### config.mk
export PLATFORM = sky130hd
export DESIGN_NAME = ook_pwm_fixed_code_decoder
export DESIGN_NICKNAME = d
export VERILOG_FILES = /design/src/rtl/ookd_pkg.sv /design/src/rtl/ookd_fifo.sv /design/src/rtl/ookd_csr.sv /design/src/rtl/ookd_front.sv /design/src/rtl/ookd_back.sv /design/src/rtl/ook_pwm_fixed_code_decoder.sv
export SDC_FILE = /design/constraint.sdc
export NUM_CORES = 2
export LEC_CHECK = 0
export ABC_AREA = 1
export BUFFER_PORTS_ARGS = -buffer_cell sky130_fd_sc_hd__buf_4
export CAP_MARGIN = 0
export CORE_ASPECT_RATIO = 0.6
export CORE_UTILIZATION = 33
export DETAILED_ROUTE_END_ITERATION = 12
export HOLD_SLACK_MARGIN = 0.15
export PLACE_DENSITY = 0.57
export SLEW_MARGIN = 40
export SYNTH_ARGS = -nofsm -noshare
export SYNTH_HDL_FRONTEND = slang
export SYNTH_HIERARCHICAL = 1
export SYNTH_SLANG_ARGS = --single-unit
export TNS_END_PERCENT = 30
### constraint.sdc
create_clock -name clock -period 7.87 [get_ports clock]
set_clock_uncertainty 0.15 [all_clocks]
set_input_delay 0.787 -clock clock [delete_from_list [all_inputs] [get_ports clock]]
set_output_delay 0.787 -clock clock [all_outputs]
set_load 0.02 [all_outputs]
### src/rtl/ookd_pkg.sv
package ookd_pkg;

   // Default sizes.
   localparam int DURATION_WIDTH_DEF = 24;
   localparam int MAX_CODE_BITS_DEF  = 32;

   // Fixed field widths.
   localparam int TIME_W = 16;
   localparam int PCT_W  = 7;
   localparam int BITS_W = 6;
   localparam int LEN_W  = 16;
   localparam int IDX_W  = 3;
   localparam int CODE_W = 32;
   localparam int STAT_W = 3;
   localparam int PROD_W = TIME_W + PCT_W;
   localparam int DEV_W  = TIME_W + 1;
   localparam int HI_W   = TIME_W + 2;
   localparam int QUEUE_DEPTH = 2;

   // Division by 100 as a reciprocal multiply; the estimate is low by at most one.
   localparam int DIV_SHIFT = PROD_W;
   localparam int DIV_MUL   = (1 << DIV_SHIFT) / 100;
   localparam int MUL_W     = PROD_W + DEV_W;

   // Reset values of the configuration registers.
   localparam logic [TIME_W-1:0] SHORT_TIME_RST = TIME_W'(350);
   localparam logic [TIME_W-1:0] LONG_TIME_RST  = TIME_W'(700);
   localparam logic [PCT_W-1:0]  PCT_RST        = PCT_W'(40);
   localparam logic [BITS_W-1:0] REQ_BITS_RST   = BITS_W'(24);
   localparam logic [BITS_W-1:0] MIN_VALID_RST  = BITS_W'(20);
   localparam logic [LEN_W-1:0]  MIN_LEN_RST    = LEN_W'(44);

   // Windows that follow from the reset values.
   localparam int SHORT_DEV_RST = (350 * 40) / 100;
   localparam int LONG_DEV_RST  = (700 * 40) / 100;
   localparam logic [TIME_W-1:0] SHORT_LO_RST = TIME_W'(350 - SHORT_DEV_RST);
   localparam logic [HI_W-1:0]   SHORT_HI_RST = HI_W'(350 + SHORT_DEV_RST);
   localparam logic [TIME_W-1:0] LONG_LO_RST  = TIME_W'(700 - LONG_DEV_RST);
   localparam logic [HI_W-1:0]   LONG_HI_RST  = HI_W'(700 + LONG_DEV_RST);

   typedef enum logic [IDX_W-1:0] {
      CSR_SHORT_TIME = 3'd0,
      CSR_LONG_TIME  = 3'd1,
      CSR_TOL_PCT    = 3'd2,
      CSR_REQ_BITS   = 3'd3,
      CSR_MIN_VALID  = 3'd4,
      CSR_MIN_LEN    = 3'd5
   } csr_index_type;

   typedef enum logic [STAT_W-1:0] {
      STATUS_OK       = 3'd0,
      STATUS_SHORT    = 3'd1,
      STATUS_NEGPULSE = 3'd2,
      STATUS_BROKEN   = 3'd3,
      STATUS_ENDED    = 3'd4
   } status_type;

   typedef struct packed {
      logic [TIME_W-1:0] short_lo;
      logic [HI_W-1:0]   short_hi;
      logic [TIME_W-1:0] long_lo;
      logic [HI_W-1:0]   long_hi;
   } window_type;

   typedef struct packed {
      logic [BITS_W-1:0] req_bits;
      logic [BITS_W-1:0] min_valid;
   } decode_cfg_type;

   // One classified duration.
   typedef struct packed {
      logic first;
      logic last;
      logic neg;
      logic too_short;
      logic in_short;
      logic in_long;
   } item_type;

   typedef struct packed {
      logic              ok;
      logic [STAT_W-1:0] status;
      logic [CODE_W-1:0] code;
      logic [BITS_W-1:0] bits;
   } result_type;

   localparam int ITEM_W   = $bits(item_type);
   localparam int RESULT_W = $bits(result_type);

endpackage

### src/rtl/ookd_fifo.sv
module ookd_fifo #(
   parameter int WIDTH = 8,
   parameter int DEPTH = 2
) (
   input  logic             clock,
   input  logic             reset,
   input  logic             push,
   input  logic [WIDTH-1:0] wr_data,
   output logic             full,
   input  logic             pop,
   output logic [WIDTH-1:0] rd_data,
   output logic             empty
);

   localparam int PTR_W = (DEPTH > 1) ? $clog2(DEPTH) : 1;
   localparam int CNT_W = $clog2(DEPTH + 1);

   logic [WIDTH-1:0] mem_ff [DEPTH];
   logic [PTR_W-1:0] wr_ptr_ff, wr_ptr_in;
   logic [PTR_W-1:0] rd_ptr_ff, rd_ptr_in;
   logic [CNT_W-1:0] count_ff, count_in;
   logic             do_push, do_pop;

   assign full    = (count_ff == CNT_W'(DEPTH));
   assign empty   = (count_ff == '0);
   assign do_push = push && !full;
   assign do_pop  = pop && !empty;
   assign rd_data = mem_ff[rd_ptr_ff];

   always_comb begin
      wr_ptr_in = wr_ptr_ff;
      rd_ptr_in = rd_ptr_ff;
      count_in  = count_ff;
      if (do_push) begin
         wr_ptr_in = (wr_ptr_ff == PTR_W'(DEPTH - 1)) ? '0 : wr_ptr_ff + 1'b1;
      end
      if (do_pop) begin
         rd_ptr_in = (rd_ptr_ff == PTR_W'(DEPTH - 1)) ? '0 : rd_ptr_ff + 1'b1;
      end
      if (do_push && !do_pop) begin
         count_in = count_ff + 1'b1;
      end else if (do_pop && !do_push) begin
         count_in = count_ff - 1'b1;
      end
   end

   always_ff @(posedge clock) begin
      if (reset) begin
         wr_ptr_ff <= '0;
         rd_ptr_ff <= '0;
         count_ff  <= '0;
      end else begin
         wr_ptr_ff <= wr_ptr_in;
         rd_ptr_ff <= rd_ptr_in;
         count_ff  <= count_in;
      end
   end

   always_ff @(posedge clock) begin
      if (do_push) begin
         mem_ff[wr_ptr_ff] <= wr_data;
      end
   end

endmodule

### src/rtl/ookd_csr.sv
module ookd_csr
   import ookd_pkg::*;
(
   input  logic                 clock,
   input  logic                 reset,
   input  logic                 csr_valid,
   output logic                 csr_ready,
   input  logic [IDX_W-1:0]     csr_index,
   input  logic [TIME_W-1:0]    csr_data,
   output window_type           window,
   output decode_cfg_type       decode_cfg,
   output logic [LEN_W-1:0]     min_len,
   output logic                 busy
);

   logic [TIME_W-1:0] short_ff, long_ff;
   logic [PCT_W-1:0]  pct_ff;
   logic [BITS_W-1:0] req_bits_ff, min_valid_ff;
   logic [LEN_W-1:0]  min_len_ff;
   logic [1:0]        busy_cnt_ff, busy_cnt_in;

   logic [PROD_W-1:0] prod_s_ff, prod_l_ff;
   logic [DEV_W-1:0]  est_s_ff, est_l_ff;
   logic [MUL_W-1:0]  mul_s, mul_l;
   logic [DEV_W-1:0]  dev_s, dev_l;
   window_type        window_ff, window_in;
   logic              wr_en;

   // Exact floor(prod / 100) from an estimate that may be one low.
   function automatic logic [DEV_W-1:0] fix_quotient(input logic [PROD_W-1:0] prod,
                                                     input logic [DEV_W-1:0]  est);
      logic [PROD_W:0] rem;
      rem = {1'b0, prod} - ((PROD_W+1)'(est) * (PROD_W+1)'(100));
      return (rem >= (PROD_W+1)'(100)) ? est + 1'b1 : est;
   endfunction

   function automatic logic [TIME_W-1:0] low_bound(input logic [TIME_W-1:0] t,
                                                   input logic [DEV_W-1:0]  d);
      return ({1'b0, t} > d) ? TIME_W'({1'b0, t} - d) : '0;
   endfunction

   assign wr_en     = csr_valid && csr_ready;
   assign csr_ready = (busy_cnt_ff == '0);
   assign busy      = (busy_cnt_ff != '0);

   assign mul_s = MUL_W'(prod_s_ff) * MUL_W'(DIV_MUL);
   assign mul_l = MUL_W'(prod_l_ff) * MUL_W'(DIV_MUL);
   assign dev_s = fix_quotient(prod_s_ff, est_s_ff);
   assign dev_l = fix_quotient(prod_l_ff, est_l_ff);

   always_comb begin
      busy_cnt_in = busy_cnt_ff;
      window_in   = window_ff;
      if (wr_en) begin
         busy_cnt_in = 2'd3;
      end else if (busy_cnt_ff != '0) begin
         busy_cnt_in = busy_cnt_ff - 1'b1;
      end
      // At busy count one the estimate registers hold the new deviations; this closes the window pipeline.
      if (busy_cnt_ff == 2'd1) begin
         window_in.short_lo = low_bound(short_ff, dev_s);
         window_in.short_hi = HI_W'(short_ff) + HI_W'(dev_s);
         window_in.long_lo  = low_bound(long_ff, dev_l);
         window_in.long_hi  = HI_W'(long_ff) + HI_W'(dev_l);
      end
   end

   always_ff @(posedge clock) begin
      if (reset) begin
         short_ff           <= SHORT_TIME_RST;
         long_ff            <= LONG_TIME_RST;
         pct_ff             <= PCT_RST;
         req_bits_ff        <= REQ_BITS_RST;
         min_valid_ff       <= MIN_VALID_RST;
         min_len_ff         <= MIN_LEN_RST;
         busy_cnt_ff        <= '0;
         window_ff.short_lo <= SHORT_LO_RST;
         window_ff.short_hi <= SHORT_HI_RST;
         window_ff.long_lo  <= LONG_LO_RST;
         window_ff.long_hi  <= LONG_HI_RST;
      end else begin
         busy_cnt_ff <= busy_cnt_in;
         window_ff   <= window_in;
         if (wr_en) begin
            unique case (csr_index)
               CSR_SHORT_TIME: short_ff     <= csr_data;
               CSR_LONG_TIME:  long_ff      <= csr_data;
               CSR_TOL_PCT:    pct_ff       <= csr_data[PCT_W-1:0];
               CSR_REQ_BITS:   req_bits_ff  <= csr_data[BITS_W-1:0];
               CSR_MIN_VALID:  min_valid_ff <= csr_data[BITS_W-1:0];
               CSR_MIN_LEN:    min_len_ff   <= csr_data;
               default: ;
            endcase
         end
      end
   end

   always_ff @(posedge clock) begin
      prod_s_ff <= PROD_W'(short_ff) * PROD_W'(pct_ff);
      prod_l_ff <= PROD_W'(long_ff) * PROD_W'(pct_ff);
      est_s_ff  <= DEV_W'(mul_s >> DIV_SHIFT);
      est_l_ff  <= DEV_W'(mul_l >> DIV_SHIFT);
   end

   assign window               = window_ff;
   assign decode_cfg.req_bits  = req_bits_ff;
   assign decode_cfg.min_valid = min_valid_ff;
   assign min_len              = min_len_ff;

endmodule

### src/rtl/ookd_front.sv
module ookd_front
   import ookd_pkg::*;
#(
   parameter int DURATION_WIDTH = DURATION_WIDTH_DEF
) (
   input  logic signed [DURATION_WIDTH-1:0] duration,
   input  logic                             first_of_capture,
   input  logic                             last_of_capture,
   input  logic [LEN_W-1:0]                 capture_length,
   input  window_type                       window,
   input  logic [LEN_W-1:0]                 min_len,
   output item_type                         item
);

   localparam int CMP_W = (DURATION_WIDTH > HI_W) ? DURATION_WIDTH : HI_W;

   logic [DURATION_WIDTH-1:0] mag;
   logic [CMP_W-1:0]          mag_x;

   // The most negative value maps to its true magnitude as an unsigned word.
   assign mag   = duration[DURATION_WIDTH-1] ? (~duration + 1'b1) : duration;
   assign mag_x = CMP_W'(mag);

   always_comb begin
      item.first     = first_of_capture;
      item.last      = last_of_capture;
      item.neg       = duration[DURATION_WIDTH-1];
      item.too_short = (capture_length < min_len);
      item.in_short  = (mag_x >= CMP_W'(window.short_lo)) && (mag_x <= CMP_W'(window.short_hi));
      item.in_long   = (mag_x >= CMP_W'(window.long_lo)) && (mag_x <= CMP_W'(window.long_hi));
   end

endmodule

### src/rtl/ookd_back.sv
module ookd_back
   import ookd_pkg::*;
#(
   parameter int MAX_CODE_BITS = MAX_CODE_BITS_DEF
) (
   input  logic           clock,
   input  logic           reset,
   input  decode_cfg_type decode_cfg,
   input  item_type       item,
   input  logic           item_empty,
   output logic           item_pop,
   input  logic           result_full,
   output logic           result_push,
   output result_type     result
);

   localparam logic [BITS_W-1:0] CNT_MAX = '1;

   logic                     expect_gap_ff, expect_gap_in;
   logic                     held_short_ff, held_short_in;
   logic                     held_long_ff, held_long_in;
   logic [MAX_CODE_BITS-1:0] code_ff, code_in;
   logic [BITS_W-1:0]        cnt_ff, cnt_in;
   logic                     finished_ff, finished_in;

   logic                     take, run, emit;
   status_type               emit_status;
   logic                     cur_gap;
   logic [MAX_CODE_BITS-1:0] cur_code, new_code;
   logic [BITS_W-1:0]        cur_cnt, new_cnt;
   logic                     bit0, bit1;
   logic [63:0]              code_wide;

   assign take     = !item_empty && !result_full;
   assign item_pop = take;

   // A first word starts from a cleared decoder.
   assign cur_gap  = item.first ? 1'b0 : expect_gap_ff;
   assign cur_code = item.first ? '0 : code_ff;
   assign cur_cnt  = item.first ? '0 : cnt_ff;
   assign bit0     = held_short_ff && item.in_long;
   assign bit1     = held_long_ff && item.in_short;
   assign new_code = {cur_code[MAX_CODE_BITS-2:0], !bit0};
   assign new_cnt  = (cur_cnt == CNT_MAX) ? CNT_MAX : cur_cnt + 1'b1;
   assign code_wide = 64'(new_code);

   always_comb begin
      expect_gap_in = expect_gap_ff;
      held_short_in = held_short_ff;
      held_long_in  = held_long_ff;
      code_in       = code_ff;
      cnt_in        = cnt_ff;
      finished_in   = finished_ff;
      run           = 1'b0;
      emit          = 1'b0;
      emit_status   = STATUS_ENDED;
      if (take) begin
         if (item.first) begin
            expect_gap_in = 1'b0;
            code_in       = '0;
            cnt_in        = '0;
            finished_in   = 1'b0;
            if (item.too_short) begin
               emit        = 1'b1;
               emit_status = STATUS_SHORT;
            end else if (item.neg) begin
               // A leading gap is skipped unless it is also the last word.
               emit        = item.last;
               emit_status = STATUS_ENDED;
            end else begin
               run = 1'b1;
            end
         end else begin
            run = !finished_ff;
         end

         if (run) begin
            if (!cur_gap) begin
               if (item.neg) begin
                  emit        = 1'b1;
                  emit_status = STATUS_NEGPULSE;
               end else begin
                  held_short_in = item.in_short;
                  held_long_in  = item.in_long;
                  expect_gap_in = 1'b1;
               end
            end else begin
               expect_gap_in = 1'b0;
               if (!bit0 && !bit1) begin
                  if (cur_cnt >= decode_cfg.min_valid) begin
                     emit        = 1'b1;
                     emit_status = STATUS_BROKEN;
                  end else begin
                     code_in = '0;
                     cnt_in  = '0;
                  end
               end else begin
                  code_in = new_code;
                  cnt_in  = new_cnt;
                  if (new_cnt == decode_cfg.req_bits) begin
                     emit        = 1'b1;
                     emit_status = STATUS_OK;
                  end
               end
            end
            if (!emit && item.last) begin
               emit        = 1'b1;
               emit_status = STATUS_ENDED;
            end
         end

         if (emit) begin
            finished_in = 1'b1;
         end
      end
   end

   always_comb begin
      result_push   = emit;
      result.ok     = (emit_status == STATUS_OK);
      result.status = emit_status;
      result.code   = (emit_status == STATUS_OK) ? code_wide[CODE_W-1:0] : '0;
      result.bits   = (emit_status == STATUS_OK) ? new_cnt : '0;
   end

   always_ff @(posedge clock) begin
      if (reset) begin
         expect_gap_ff <= 1'b0;
         held_short_ff <= 1'b0;
         held_long_ff  <= 1'b0;
         code_ff       <= '0;
         cnt_ff        <= '0;
         finished_ff   <= 1'b1;
      end else begin
         expect_gap_ff <= expect_gap_in;
         held_short_ff <= held_short_in;
         held_long_ff  <= held_long_in;
         code_ff       <= code_in;
         cnt_ff        <= cnt_in;
         finished_ff   <= finished_in;
      end
   end

endmodule

### src/rtl/ook_pwm_fixed_code_decoder.sv
// OOK pulse-width fixed-code decoder.
// Input queue: write a signed duration with req_push while req_full is low; mark the
// first word of a capture with req_first_of_capture (req_capture_length is read then)
// and the final one with req_last_of_capture. Each capture yields one status word.
// Result queue: while rsp_empty is low the oldest status word is on the rsp_ ports;
// rsp_pop takes it.
// Configuration: csr_valid/csr_ready write csr_data to register csr_index. After each
// write the tolerance windows are recomputed in the product, estimate and window
// registers; csr_ready stays low and req_full stays high for that time.
// A word reaches the rsp_ ports through the input queue and then the result queue.
// Throughput: one duration per cycle while req_full is low; a front stage classifies
// each duration against the windows, a two-word queue hands it to the decode stage,
// which handles one word a cycle into a two-word result queue while that is not full.
// Reset: both queues empty, registers at their defaults, the decoder idle until a first
// word. When the receiver stops popping, the result queue fills, the decoder stops and
// the input queue fills behind it; req_full goes high and no word is lost.
module ook_pwm_fixed_code_decoder
   import ookd_pkg::*;
#(
   parameter int DURATION_WIDTH = DURATION_WIDTH_DEF,
   parameter int MAX_CODE_BITS  = MAX_CODE_BITS_DEF
) (
   input  logic                             clock,
   input  logic                             reset,
   input  logic                             req_push,
   output logic                             req_full,
   input  logic signed [DURATION_WIDTH-1:0] req_duration,
   input  logic                             req_first_of_capture,
   input  logic                             req_last_of_capture,
   input  logic [LEN_W-1:0]                 req_capture_length,
   output logic                             rsp_empty,
   input  logic                             rsp_pop,
   output logic                             rsp_decoded_ok,
   output logic [STAT_W-1:0]                rsp_status,
   output logic [CODE_W-1:0]                rsp_code,
   output logic [BITS_W-1:0]                rsp_bits_decoded,
   input  logic                             csr_valid,
   output logic                             csr_ready,
   input  logic [IDX_W-1:0]                 csr_index,
   input  logic [TIME_W-1:0]                csr_data
);

   window_type     window;
   decode_cfg_type decode_cfg;
   logic [LEN_W-1:0] min_len;
   logic           csr_busy;
   item_type       front_item, back_item;
   logic           item_full, item_empty, item_pop;
   logic           result_full, result_push;
   result_type     back_result, rsp_result;

   ookd_csr u_csr (
      .clock      (clock),
      .reset      (reset),
      .csr_valid  (csr_valid),
      .csr_ready  (csr_ready),
      .csr_index  (csr_index),
      .csr_data   (csr_data),
      .window     (window),
      .decode_cfg (decode_cfg),
      .min_len    (min_len),
      .busy       (csr_busy)
   );

   ookd_front #(
      .DURATION_WIDTH (DURATION_WIDTH)
   ) u_front (
      .duration         (req_duration),
      .first_of_capture (req_first_of_capture),
      .last_of_capture  (req_last_of_capture),
      .capture_length   (req_capture_length),
      .window           (window),
      .min_len          (min_len),
      .item             (front_item)
   );

   assign req_full = item_full || csr_busy;

   ookd_fifo #(
      .WIDTH (ITEM_W),
      .DEPTH (QUEUE_DEPTH)
   ) u_item_q (
      .clock   (clock),
      .reset   (reset),
      .push    (req_push && !csr_busy),
      .wr_data (front_item),
      .full    (item_full),
      .pop     (item_pop),
      .rd_data (back_item),
      .empty   (item_empty)
   );

   ookd_back #(
      .MAX_CODE_BITS (MAX_CODE_BITS)
   ) u_back (
      .clock       (clock),
      .reset       (reset),
      .decode_cfg  (decode_cfg),
      .item        (back_item),
      .item_empty  (item_empty),
      .item_pop    (item_pop),
      .result_full (result_full),
      .result_push (result_push),
      .result      (back_result)
   );

   ookd_fifo #(
      .WIDTH (RESULT_W),
      .DEPTH (QUEUE_DEPTH)
   ) u_result_q (
      .clock   (clock),
      .reset   (reset),
      .push    (result_push),
      .wr_data (back_result),
      .full    (result_full),
      .pop     (rsp_pop),
      .rd_data (rsp_result),
      .empty   (rsp_empty)
   );

   assign rsp_decoded_ok   = rsp_result.ok;
   assign rsp_status       = rsp_result.status;
   assign rsp_code         = rsp_result.code;
   assign rsp_bits_decoded = rsp_result.bits;

endmodule

==> metrics.yaml <==
synth:
  ys_warn_count: 6
  synth_seq_area_share_pct: 17.30
  syn_inst: 6003
  synthArstFlopShare_pct: 0
  synth_seq_cells: 364
  ys_types: 71
  synth_edf_count: 96
  syn_area_um2: 47680
  syn_area_per_cell_um2: 7.943
  syn_nets: 7302
  synth_ff_type: "dfxtp_1"
floorplan:
  io_pins: 111
  core_um2: 142600
  initial_core_util_pct: 33.44
  floorplan.rows: 107
  fp.dieW_um: 492.7
  dieArea_um2: 146100
  chipHeight_um: 296.4
setup_path:
  crit_path_end_kind: "register"
  cpPeakStageDelay_ns: 0.52
  cp.required_ns: 8.17
  r2r_slack_ns: 0.46
  slowest_stage: "o21ai_0"
  crit_start: "u_csr/est_s_ff[4]$_DFF_P_"
  regToRegEndpoint: "u_csr/window[42]$_SDFFE_PP1P_"
  crit_arrival_ns: 7.71
  worstSetupStartpointType: "register"
  critical_path.most_common_cell: "nand2_1"
  rr_startpoint: "u_csr/est_s_ff[4]$_DFF_P_"
  r2r_cells: 37
  cp_max_fo: 9
  crit_end: "u_csr/window[42]$_SDFFE_PP1P_"
  crit_type: "register to register"
drt:
  drc: 0
  drtPass1Iterations: 6
  drt_iter0_drc: 3173
  routed_via_density: 4.876
  wl_um: 142900
  antenna_left: 0
  post_drt_wl_per_cell_um: 17.84
  via_count: 39070
clock_tree:
  clock_sinks: 364
  root_buffer: "clkbuf_16"
  clock_path_buffers: 3
  clk_pin_slew_ns: 0.07
  cts_made_buffers: 38
  clk-insertion-delay-late_ns: 0.60
  cts_tree: "yes"
  htree_levels: 2
placement:
  place.port_buffers: 110
  dp.final_hpwl_um: 120600
  dpl.cell_count: 7936
  place_congestion: 0.9733
timing:
  slew_violations: 0
  max-slew-margin-rel_pct: 38.33
  period_share_pct: 94.16
  setup_violations: 0
  timing.fmax_mhz: 134.9
  fin_crit_ns: 7.411
  worst_pin_slew_ns: 0.9220
  finalHoldViolCount: 0
layout:
  area_growth_pct: 9.659
  final_nets: 7373
  drive_above_1_share_pct: 7.718
  layoutNonFillerInstCount: 8011
global_routing:
  grt_pass1_wl_um: 220800
  grt_usage_pct: 19.53
  antenna_found_initial: 2
  overflow: 0
  grt_max_degree: 80
  grt_pass1_vias: 37290
job:
  drv_cap: 0
min_path:
  hold_class: "primary input to register"
run_status:
  run_status: "finished, final reports clean"
==> metal layers <==
metal	vias up	part of all wire [%]	track usage (%)
met5	-	0	0
met4	0	1.1	2.531
met3	102	9.9	5.846
met2	1192	35	23.91
met1	18620	54	32.33
li1	19150	-	-
==> per-stage QoR <==
stage	cell area, um^2	worst slack [ns]	setup TNS [ns]	hold slack [ns]	util (%)
2_1_floorplan	47680	0.9753	0	0.2789	-
3_3_place_gp	50710	0.2357	0	0.2914	35.57
3_5_place_dp	50730	0.05115	0	0.3008	35.58
4_1_cts	52040	0.01872	0	0.1845	36.50
5_1_grt	52290	-0.01166	-0.01166	0.1954	36.67
6_report	52290	0.4593	0	0.2257	36.67
==> worst max-delay path, delay by kind of cell, from the launching register on <==
family / cells / cell delay, ns
adders and majority gates: 7 / 2.26
and+or+nand+nor: 15 / 1.81
AOI/OAI and AO/OA: 8 / 1.70
buffers and inverters: 5 / 0.55
xor gates and xnor gates: 2 / 0.47
DFF: 1 / 0.31
==> cell type report <==
| type | count | area [um^2] |
|---|---|---|
| sequential | 364 | 8268 |
| tap | 1907 | 2386 |
| clock inverter | 19 | 255.2 |
| clock buffer | 50 | 1062 |
| antenna | 1 | 2.502 |
| timing repair buffer | 189 | 1435 |
| inverter | 1226 | 4604 |
| multi-input combinational | 4255 | 34270 |
| fill | 14790 | 90290 |
==> worst min-delay path by stage <==
stage / from / endpoint / cells after the start
6_report: req_last_of_capture / u_item_q/mem_ff[1][4]$_DFFE_PP_ / 1
2_1_floorplan: u_csr/min_len[2]$_SDFFE_PP1P_ / u_csr/min_len[2]$_SDFFE_PP1P_ / 2
3_3_place_gp: u_csr/min_valid_ff[4]$_SDFFE_PP1P_ / u_csr/min_valid_ff[4]$_SDFFE_PP1P_ / 2
4_1_cts: req_first_of_capture / u_item_q/mem_ff[1][5]$_DFFE_PP_ / 1
5_1_grt: req_first_of_capture / u_item_q/mem_ff[1][5]$_DFFE_PP_ / 1
3_5_place_dp: u_csr/window[35]$_SDFFE_PP1P_ / u_csr/window[35]$_SDFFE_PP1P_ / 2
==> registers in the layout, summed over array words and instances (netlist names), 2 cells and up, named ones only <==
signal / cells
u_csr/min_valid_ff: 6
u_csr/prod_l_ff: 23
u_csr/est_s_ff: 17
u_result_q/count_ff: 2
u_csr/busy_cnt_ff: 2
u_csr/long_ff: 16
u_csr/min_len: 16
u_item_q/count_ff: 2
u_csr/est_l_ff: 17
u_csr/pct_ff: 7
u_csr/short_ff: 16
u_csr/prod_s_ff: 23
u_back/code_ff: 31
u_item_q/mem_ff: 12
u_csr/req_bits_ff: 6
u_back/cnt_ff: 6
u_result_q/mem_ff: 84
u_csr/window: 68
==> timing repair <==
action	in CTS	in global routing
endpoints found under the hold margin	0	0
hold buffers	0	0
setup endpoints to repair	0	55
buffers inserted	0	5
resized for setup	0	58
==> cells by family after synthesis <==
| kind of cell | synth area share, % |
|---|---|
| and+or+nand+nor | 17.52 |
| buffers and inverters | 11.28 |
| adders and majority gates | 39.88 |
| AOI/OAI and AO/OA | 9.237 |
| DFF | 17.30 |
| xor gates and xnor gates | 3.338 |
| muxes | 1.448 |
==> cells in the final DEF, fill, tap and decap left out, drive strengths merged, types with 45 or more instances in the layout <==
| master | synthesis | layout |
|---|---|---|
| a21oi | 397 | 397 |
| buf | 33 | 189 |
| clkbuf | 125 | 50 |
| dfxtp | 268 | 268 |
| edfxtp | 96 | 96 |
| fa | 478 | 478 |
| ha | 755 | 755 |
| inv | 1224 | 1227 |
| mux2 | 48 | 48 |
| nand2 | 1191 | 1191 |
| nand3 | 175 | 175 |
| nand4 | 76 | 76 |
| nor2 | 466 | 466 |
| nor3 | 45 | 45 |
| o21ai | 267 | 267 |
| xor2 | 141 | 141 |
==> Yosys cell counts (7+ instances only) <==
| library cell | n | area (um^2) |
|---|---|---|
| inv_1 | 1199 | 4501 |
| nand2_1 | 1167 | 4380 |
| ha_1 | 755 | 9447 |
| fa_1 | 478 | 9569 |
| nor2_1 | 439 | 1648 |
| a21oi_1 | 393 | 1967 |
| dfxtp_1 | 268 | 5365 |
| o21ai_0 | 233 | 1166 |
| nand3_1 | 166 | 830.8 |
| xor2_1 | 139 | 1217 |
| clkbuf_1 | 114 | 427.9 |
| edfxtp_1 | 96 | 2883 |
| nand4_1 | 75 | 469.2 |
| nor3_1 | 41 | 205.2 |
| mux2_4 | 40 | 600.6 |
| xnor2_1 | 39 | 341.6 |
| o21ai_1 | 26 | 130.1 |
| inv_2 | 24 | 90.09 |
| nor2_2 | 22 | 137.6 |
| a31oi_1 | 21 | 131.4 |
| nand2_2 | 19 | 118.9 |
| a21o_1 | 15 | 112.6 |
| o21a_1 | 15 | 112.6 |
| buf_2 | 12 | 60.06 |
| nand3b_1 | 12 | 90.09 |
| o22ai_1 | 12 | 75.07 |
| nor4_1 | 11 | 68.82 |
| o21bai_1 | 11 | 82.58 |
| a211oi_1 | 10 | 75.07 |
| clkbuf_2 | 10 | 50.05 |
| o211ai_1 | 10 | 75.07 |
| buf_6 | 8 | 90.09 |
| mux2_2 | 8 | 90.09 |
| o21ai_2 | 8 | 70.07 |
| o221ai_1 | 8 | 70.07 |
| o31ai_1 | 8 | 60.06 |
| nand3_2 | 7 | 70.07 |
Power is left out: the tool's default activity adds up to more than one toggle a clock period on the data nets, which glitch-free logic cannot reach.
